$ cat config.mk
export PLATFORM = sky130hd
export DESIGN_NAME = vrpr_ctrl
export DESIGN_NICKNAME = d
export VERILOG_FILES = /design/src/vrpr_pkg.sv /design/src/vrpr_ctrl.sv
export VERILOG_INCLUDE_DIRS = /design/src /design/src/src
export SDC_FILE = /design/constraint.sdc
export NUM_CORES = 1
export LEC_CHECK = 0
export BUFFER_PORTS_ARGS = -buffer_cell sky130_fd_sc_hd__buf_4
export CORE_UTILIZATION = 25
export DETAILED_ROUTE_END_ITERATION = 7
export SYNTH_ARGS = -nofsm -noshare
export SYNTH_HDL_FRONTEND = slang
export SYNTH_SLANG_ARGS = --single-unit
$ cat constraint.sdc
create_clock -name clock -period 2.04 [get_ports clock]
set_input_delay 0.102 -clock clock [delete_from_list [all_inputs] [get_ports clock]]
set_output_delay 0.102 -clock clock [all_outputs]
set_load 0.05 [all_outputs]
$ cat src/variable_ratio_polyphase_resampler_core_assert.svh
// Assertion macros shared by the resampler RTL.
`ifndef VARIABLE_RATIO_POLYPHASE_RESAMPLER_CORE_ASSERT_SVH
`define VARIABLE_RATIO_POLYPHASE_RESAMPLER_CORE_ASSERT_SVH

// Condition must hold at every clock edge outside reset.
`define VRPR_ASSERT_ALWAYS(label, cond, msg) \
   label: assert property (@(posedge clock) disable iff (reset) (cond)) else $error(msg);

// Consequent must hold in the cycle after the antecedent.
`define VRPR_ASSERT_NEXT(label, pre, post, msg) \
   label: assert property (@(posedge clock) disable iff (reset) (pre) |=> (post)) \
      else $error(msg);

// Consequent must hold in the same cycle as the antecedent.
`define VRPR_ASSERT_SAME(label, pre, post, msg) \
   label: assert property (@(posedge clock) disable iff (reset) (pre) |-> (post)) \
      else $error(msg);

`endif

$ cat src/vrpr_pkg.sv
// Shared constants, codes and types of the variable-ratio resampler.
`timescale 1ns / 1ps
package vrpr_pkg;

   localparam int MAX_HALF_LENGTH = 64;
   localparam int MAX_PHASES      = 64;
   localparam int SAMPLE_BITS     = 24;
   localparam int COEF_BITS       = 24;
   localparam int PHASE_FRAC_BITS = 32;
   localparam int RESULT_CAP      = 64;

   localparam int HL_W        = 7;
   localparam int NP_W        = 7;
   localparam int STEP_W      = 42;
   localparam int WEIGHT_W    = 16;
   localparam int ADDR_W      = 13;
   localparam int HL_MIN      = 16;
   localparam int NP_MIN      = 2;

   localparam int RING_LEN    = 2 * MAX_HALF_LENGTH;
   localparam int RING_AW     = $clog2(RING_LEN);
   localparam int COEF_DEPTH  = (MAX_PHASES + 1) * MAX_HALF_LENGTH;
   localparam int COEF_AW     = $clog2(COEF_DEPTH);
   localparam int TAP_W       = RING_AW;
   localparam int SN_W        = RING_AW + 1;
   localparam int CNT_W       = $clog2(RESULT_CAP) + 1;
   localparam int PH_INT_W    = $clog2(MAX_PHASES);
   localparam int PHASE_W     = PH_INT_W + PHASE_FRAC_BITS;
   localparam int SUM_W       = STEP_W + 1;
   localparam int SUM_INT_W   = SUM_W - PHASE_FRAC_BITS;
   localparam int DIV_CNT_W   = $clog2(SUM_INT_W);
   localparam int WB_W        = 16;
   localparam int BLEND_P_W   = WB_W + 2 + COEF_BITS;
   localparam int MUL_W       = SAMPLE_BITS + COEF_BITS;
   localparam int ACC_W       = MUL_W + RING_AW + 1;
   localparam int PROD_W      = WEIGHT_W + 1 + SUM_W;
   localparam int OUT_SHIFT   = COEF_BITS - 1;

   // Reset values of the registers and of the sample demand
   localparam logic [HL_W-1:0]   HL_RESET     = HL_W'(32);
   localparam logic [NP_W-1:0]   NP_RESET     = NP_W'(32);
   localparam logic [STEP_W-1:0] STEP_RESET   = STEP_W'(64'd32 << PHASE_FRAC_BITS);
   localparam logic [WEIGHT_W-1:0] WEIGHT_RESET = WEIGHT_W'(655);
   localparam logic [SN_W-1:0]   SN_RESET     = SN_W'(64);

   // Input item kinds on req_tuser
   localparam logic [1:0] OP_REAL = 2'd0;
   localparam logic [1:0] OP_ZERO = 2'd1;
   localparam logic [1:0] OP_COEF = 2'd2;
   localparam logic [1:0] OP_NONE = 2'd3;

   // Register indexes on the csr channel
   localparam logic [1:0] REG_HALF_LENGTH = 2'd0;
   localparam logic [1:0] REG_NUM_PHASES  = 2'd1;
   localparam logic [1:0] REG_TARGET_STEP = 2'd2;
   localparam logic [1:0] REG_STEP_WEIGHT = 2'd3;

   // Placement of fields in req_tdata
   localparam int REQ_DATA_W   = 64;
   localparam int SAMPLE_LSB   = 0;
   localparam int CADDR_LSB    = SAMPLE_LSB + SAMPLE_BITS;
   localparam int CVALUE_LSB   = CADDR_LSB + ADDR_W;

   typedef struct packed {
      logic             coef_wr;
      logic             item_load;
      logic             step_load;
      logic             sample_wr;
      logic             div_k_start;
      logic             k_load;
      logic             base_load;
      logic             mac_clear;
      logic             mac_issue;
      logic [TAP_W-1:0] tap;
      logic             step_mul;
      logic             step_upd;
      logic             adv_start;
      logic             adv_apply;
      logic             out_load;
      logic             out_last;
   } ctl_cmd_type;

   typedef struct packed {
      logic            sn_zero;
      logic            sn_one;
      logic            div_busy;
      logic            mac_busy;
      logic [SN_W-1:0] two_hl;
   } dp_status_type;

endpackage

$ cat src/vrpr_ctrl.sv
// Controller state machine: item sequencing, output loop, tap walk and result handshake.
`timescale 1ns / 1ps
`include "variable_ratio_polyphase_resampler_core_assert.svh"
module vrpr_ctrl (
   input  logic                   clock,
   input  logic                   reset,
   input  logic                   req_tvalid,
   output logic                   req_tready,
   input  logic [1:0]             req_tuser,
   output logic                   rsp_tvalid,
   input  logic                   rsp_tready,
   input  vrpr_pkg::dp_status_type status,
   output vrpr_pkg::ctl_cmd_type  cmd
);

   localparam logic [3:0] S_IDLE    = 4'd0;
   localparam logic [3:0] S_CHECK   = 4'd1;
   localparam logic [3:0] S_KDIV    = 4'd2;
   localparam logic [3:0] S_BASE    = 4'd3;
   localparam logic [3:0] S_MAC     = 4'd4;
   localparam logic [3:0] S_DRAIN   = 4'd5;
   localparam logic [3:0] S_STEPMUL = 4'd6;
   localparam logic [3:0] S_STEPUPD = 4'd7;
   localparam logic [3:0] S_ADVST   = 4'd8;
   localparam logic [3:0] S_ADIV    = 4'd9;
   localparam logic [3:0] S_ADVAPP  = 4'd10;
   localparam logic [3:0] S_EMIT    = 4'd11;

   localparam logic [vrpr_pkg::CNT_W-1:0] CAP = vrpr_pkg::CNT_W'(vrpr_pkg::RESULT_CAP);

   logic [3:0]                    state_ff, state_in;
   logic [vrpr_pkg::TAP_W-1:0]    tap_ff, tap_in;
   logic [vrpr_pkg::CNT_W-1:0]    cnt_ff, cnt_in;
   logic                          loop1_ff, loop1_in;
   logic                          running_ff, running_in;
   logic                          rsp_tvalid_ff, rsp_tvalid_in;
   logic [vrpr_pkg::TAP_W-1:0]    tap_last;

   assign rsp_tvalid = rsp_tvalid_ff;
   assign tap_last   = vrpr_pkg::TAP_W'(status.two_hl - vrpr_pkg::SN_W'(1));

   // Next state and commands
   always_comb begin
      state_in      = state_ff;
      tap_in        = tap_ff;
      cnt_in        = cnt_ff;
      loop1_in      = loop1_ff;
      running_in    = running_ff;
      rsp_tvalid_in = rsp_tvalid_ff & ~rsp_tready;
      cmd           = '0;
      cmd.tap       = tap_ff;
      req_tready    = 1'b0;
      unique case (state_ff)
         S_IDLE: begin
            req_tready = 1'b1;
            if (req_tvalid) begin
               if (req_tuser == vrpr_pkg::OP_COEF) begin
                  cmd.coef_wr = 1'b1;
               end else if (req_tuser == vrpr_pkg::OP_REAL ||
                            req_tuser == vrpr_pkg::OP_ZERO) begin
                  cmd.item_load = 1'b1;
                  cmd.step_load = ~running_ff;
                  running_in    = 1'b1;
                  cnt_in        = '0;
                  loop1_in      = 1'b1;
                  state_in      = S_CHECK;
               end
            end
         end
         S_CHECK: begin
            if (status.sn_zero && cnt_ff < CAP) begin
               cmd.div_k_start = 1'b1;
               state_in        = S_KDIV;
            end else if (loop1_ff && !status.sn_zero) begin
               cmd.sample_wr = 1'b1;
               loop1_in      = 1'b0;
            end else begin
               state_in = S_IDLE;
            end
         end
         S_KDIV: begin
            if (!status.div_busy) begin
               cmd.k_load = 1'b1;
               state_in   = S_BASE;
            end
         end
         S_BASE: begin
            cmd.base_load = 1'b1;
            cmd.mac_clear = 1'b1;
            tap_in        = '0;
            state_in      = S_MAC;
         end
         S_MAC: begin
            cmd.mac_issue = 1'b1;
            tap_in        = tap_ff + vrpr_pkg::TAP_W'(1);
            if (tap_ff == tap_last) begin
               state_in = S_DRAIN;
            end
         end
         S_DRAIN: begin
            if (!status.mac_busy) begin
               state_in = S_STEPMUL;
            end
         end
         S_STEPMUL: begin
            cmd.step_mul = 1'b1;
            state_in     = S_STEPUPD;
         end
         S_STEPUPD: begin
            cmd.step_upd = 1'b1;
            state_in     = S_ADVST;
         end
         S_ADVST: begin
            cmd.adv_start = 1'b1;
            state_in      = S_ADIV;
         end
         S_ADIV: begin
            if (!status.div_busy) begin
               state_in = S_ADVAPP;
            end
         end
         S_ADVAPP: begin
            cmd.adv_apply = 1'b1;
            state_in      = S_EMIT;
         end
         S_EMIT: begin
            if (!rsp_tvalid_ff || rsp_tready) begin
               cmd.out_load  = 1'b1;
               cmd.out_last  = (cnt_ff + vrpr_pkg::CNT_W'(1) == CAP) ||
                               (!status.sn_zero && !(loop1_ff && status.sn_one));
               rsp_tvalid_in = 1'b1;
               cnt_in        = cnt_ff + vrpr_pkg::CNT_W'(1);
               state_in      = S_CHECK;
            end
         end
         default: begin
            state_in = S_IDLE;
         end
      endcase
   end

   // Control registers
   always_ff @(posedge clock) begin
      if (reset) begin
         state_ff      <= S_IDLE;
         tap_ff        <= '0;
         cnt_ff        <= '0;
         loop1_ff      <= 1'b0;
         running_ff    <= 1'b0;
         rsp_tvalid_ff <= 1'b0;
      end else begin
         state_ff      <= state_in;
         tap_ff        <= tap_in;
         cnt_ff        <= cnt_in;
         loop1_ff      <= loop1_in;
         running_ff    <= running_in;
         rsp_tvalid_ff <= rsp_tvalid_in;
      end
   end

   `VRPR_ASSERT_ALWAYS(a_cap_bound, cnt_ff <= CAP, "result count above cap")
   `VRPR_ASSERT_SAME(a_out_slot_free, cmd.out_load, !rsp_tvalid_ff || rsp_tready,
      "result overwritten while waiting")
   `VRPR_ASSERT_NEXT(a_mac_to_drain, state_ff == S_MAC && tap_ff == tap_last,
      state_ff == S_DRAIN, "tap walk did not end at window end")
   `VRPR_ASSERT_SAME(a_mac_div_idle, state_ff == S_MAC, !status.div_busy,
      "divider busy during tap walk")

endmodule

==> qor.yml <==
run_status: "complete, no violations"
synth.cell_area_um2: 1430
cell_internal_pwr_w: 0.000832
congestion_overflow_gr: 0
comb_pwr_share_pct: 45.5
ys_top_cells_by_area: "sky130_fd_sc_hd__dfxtp_1, sky130_fd_sc_hd__nor2_1, sky130_fd_sc_hd__a21oi_1, sky130_fd_sc_hd__xnor2_1, sky130_fd_sc_hd__nand2b_1"
mostFrequentLayoutCells: "sky130_fd_sc_hd__buf_4, sky130_fd_sc_hd__nor2_1, sky130_fd_sc_hd__dfxtp_1"
setup_tns_ns: 0
grt_setup_unrepaired: "false"
synth.avg_cell_area_um2: 7.68
timing.hold.worst.class: "input port to flop"
std_cell_rows: 27
detailedPlacementHpwl_mm: 2.62
yosys_most_used_dff: "sky130_fd_sc_hd__dfxtp_1"
worstSetupPathType: "flop to output port"
num_io_pins: 42
vias: 1476
tritoncts: "built"
clk_transition_reported_paths_ns: 0.08
worst_ep_required_time_ns: 1.94
share_seq_of_total_power_pct: 35.4
die_y_um: 77.6
startpoint_type: "flop"
switching_power_w: 0.000594
synth_top_area_cell: "sky130_fd_sc_hd__dfxtp_1"
clock_sinks: 21
layout.cells.most_common: "sky130_fd_sc_hd__buf_4"
detailedRoute.firstIterationViolations: 61
globalRouteTotalUtil_pct: 11.7
layout-drive-gt1-share_pct: 27.4
cts_made_buffers: 3
power_density_nw_per_um2: 751
vdd.ir_drop.worst_v: 0.000460
cts_root_buf: "sky130_fd_sc_hd__clkbuf_8"
hold_fails_final_rpt: 0
actual_slew_at_the_worst_max_slew_pin_ns: 0.381
cp-end-kind: "output port"
grt_antenna_before_repair: 0
grt_start_max_net_pins: 23
final-instance-count-excl-fill: 302
drt-vias-per-instance: 4.89
syn-instance-count: 186
synth.net_count: 208
grt_first_pass_wirelength_mm: 5.89
final.period_utilization_pct: 91.9
post_cts_hold_buffer_count: 0
starting_density_of_the_core_pct: 25.9
gp_congestion: 0.768
achievable-frequency_mhz: 533
die_x_um: 77.6
placement.cell_area_um2: 1850
synth_enable_flop_cells: 0
maxCapViolations: 0
timing.critical_path.arrival_ns: 1.77
detail_route.first_pass.iterations: 4
yosysTopAreaCellShare_pct: 29.4
ctsHtreeMaxLevel: 1
swShare_pct: 41.6
final.min_clock_period_ns: 1.87
timing.slew.headroom_pct: 74.6
routed_wirelength_mm: 3.43
num-fill-cells: 593
io_buffer_count: 40
ctsLongestPathBuffers: 2
n_antenna_cell: 0
finalSetupViolCount: 0
ant_nets: 0
design_area_um2: 1900
synthArstFlopShare_pct: 0
insertion_delay_ns: 0.26
die_area_um2: 6020
drc_errors: 0
ys_types: 46
numPlacedInstances: 298
area_growth_pct: 33.0
yosys_warnings: 0
static-leakage-power_nw: 0.789
final.setup_skew_ns: 0.00228
detail_route.wl_per_cell_um: 11.4
seq_area_frac_synth_pct: 29.4
design.final.nets: 253
fp.coreArea_um2: 5510
report.final.slew_viol_count: 0
grt_pass1_vias: 1326
clock_power_share_pct: 19.1
worstPathMaxFanout: 6
synth.ff_latch_count: 21
[cells by family after synthesis]
| group | Yosys count | share of synthesized area (%) |
|---|---|---|
| xor gates and xnor gates | 12 | 7.36 |
| and+or+nand+nor | 90 | 34.9 |
| muxes | 4 | 2.98 |
| DFF | 21 | 29.4 |
| adders and majority gates | 4 | 3.51 |
| buffers and inverters | 16 | 4.82 |
| AOI/OAI and AO/OA | 39 | 17.0 |
[metal layers]
metal  global-route usage (%)  vias up  routed length (µm)
li1                         -      754                   -
met1                     15.7      689                1680
met2                     19.1       31                1600
met3                     2.94        2                 135
met4                     1.89        0                  10
met5                        0        -                   0
[cell usage after synthesis (3+ instances only)]
| library cell | n |
|---|---|
| sky130_fd_sc_hd__dfxtp_1 | 21 |
| sky130_fd_sc_hd__a21oi_1 | 16 |
| sky130_fd_sc_hd__xnor2_1 | 9 |
| sky130_fd_sc_hd__nand3b_1 | 4 |
| sky130_fd_sc_hd__a31oi_1 | 3 |
| sky130_fd_sc_hd__nand2b_1 | 10 |
| sky130_fd_sc_hd__a211oi_1 | 3 |
| sky130_fd_sc_hd__buf_2 | 4 |
| sky130_fd_sc_hd__o21ai_0 | 7 |
| sky130_fd_sc_hd__nor2_1 | 28 |
| sky130_fd_sc_hd__nand2_1 | 9 |
| sky130_fd_sc_hd__ha_1 | 4 |
| sky130_fd_sc_hd__nor3_1 | 10 |
| sky130_fd_sc_hd__xor2_1 | 3 |
| sky130_fd_sc_hd__nand3_1 | 8 |
| sky130_fd_sc_hd__inv_1 | 7 |
[path summary, 6_finish.rpt]
| path | startpoint | to | slack, ns | cells past startpoint |
|---|---|---|---|---|
| max | cnt_ff[1] | cmd[0] | 0.17 | 6 |
| max reg2reg | state_ff[0] | cnt_ff[4] | 0.28 | 4 |
| min | reset | tap_ff[5] | 0.19 | 2 |
| min reg2reg | running_ff | running_ff | 0.48 | 2 |
[metrics by stage]
| step | util [%] | worst slack, ns | total power [W] | hold slack, ns |
|---|---|---|---|---|
| after floorplan | - | 0.0347 | 0.000979 | 0.275 |
| after global placement | 33.6 | 0.298 | 0.00116 | 0.452 |
| after detailed placement | 33.6 | 0.287 | 0.00117 | 0.462 |
| after CTS | 34.4 | 0.0560 | 0.00145 | 0.187 |
| after global routing | 34.5 | 0.0148 | 0.00151 | 0.202 |
| final | 34.5 | 0.165 | 0.00143 | 0.187 |
[sequential cells by signal, summed over array words and instances, names as in the netlist]
| name | cells |
|---|---|
| rsp_tvalid | 1 |
| tap_ff | 7 |
| state_ff | 4 |
| cnt_ff | 7 |
| running_ff | 1 |
| loop1_ff | 1 |
[area by class of cell]
type                       instances  area [µm²]  area share [%]
clock buffer                       4        45.0            2.37
multi-input combinational        149         955            50.3
inverter                           9        33.8            1.78
sequential                        21         422            22.2
timing repair buffer              47         353            18.6
tap                               72        90.1            4.75
[power groups by stage]
stage	logic (W)	clock network, W	registers (W)
3_3_place_gp	0.000650	0	0.000513
6_report	0.000650	0.000272	0.000505
3_5_place_dp	0.000654	0	0.000513
4_1_cts	0.000655	0.000286	0.000504
5_1_grt	0.000696	0.000296	0.000513
2_1_floorplan	0.000487	0	0.000491
[timing repair]
action | CTS | global route
endpoints found under the setup margin | 0 | 1
gates resized for setup | 0 | 2
setup buffers | 0 | 0
[critical path, stage by stage, from the launching register on]
cell and delay, ns:
sky130_fd_sc_hd__dfxtp_1 0.37, sky130_fd_sc_hd__ha_2 0.23, sky130_fd_sc_hd__or4_1 0.39, sky130_fd_sc_hd__o21ai_0 0.09
sky130_fd_sc_hd__a41oi_1 0.12, sky130_fd_sc_hd__nor2_1 0.10, sky130_fd_sc_hd__buf_4 0.20
No activity file was read; power rests on OpenSTA's default activity.
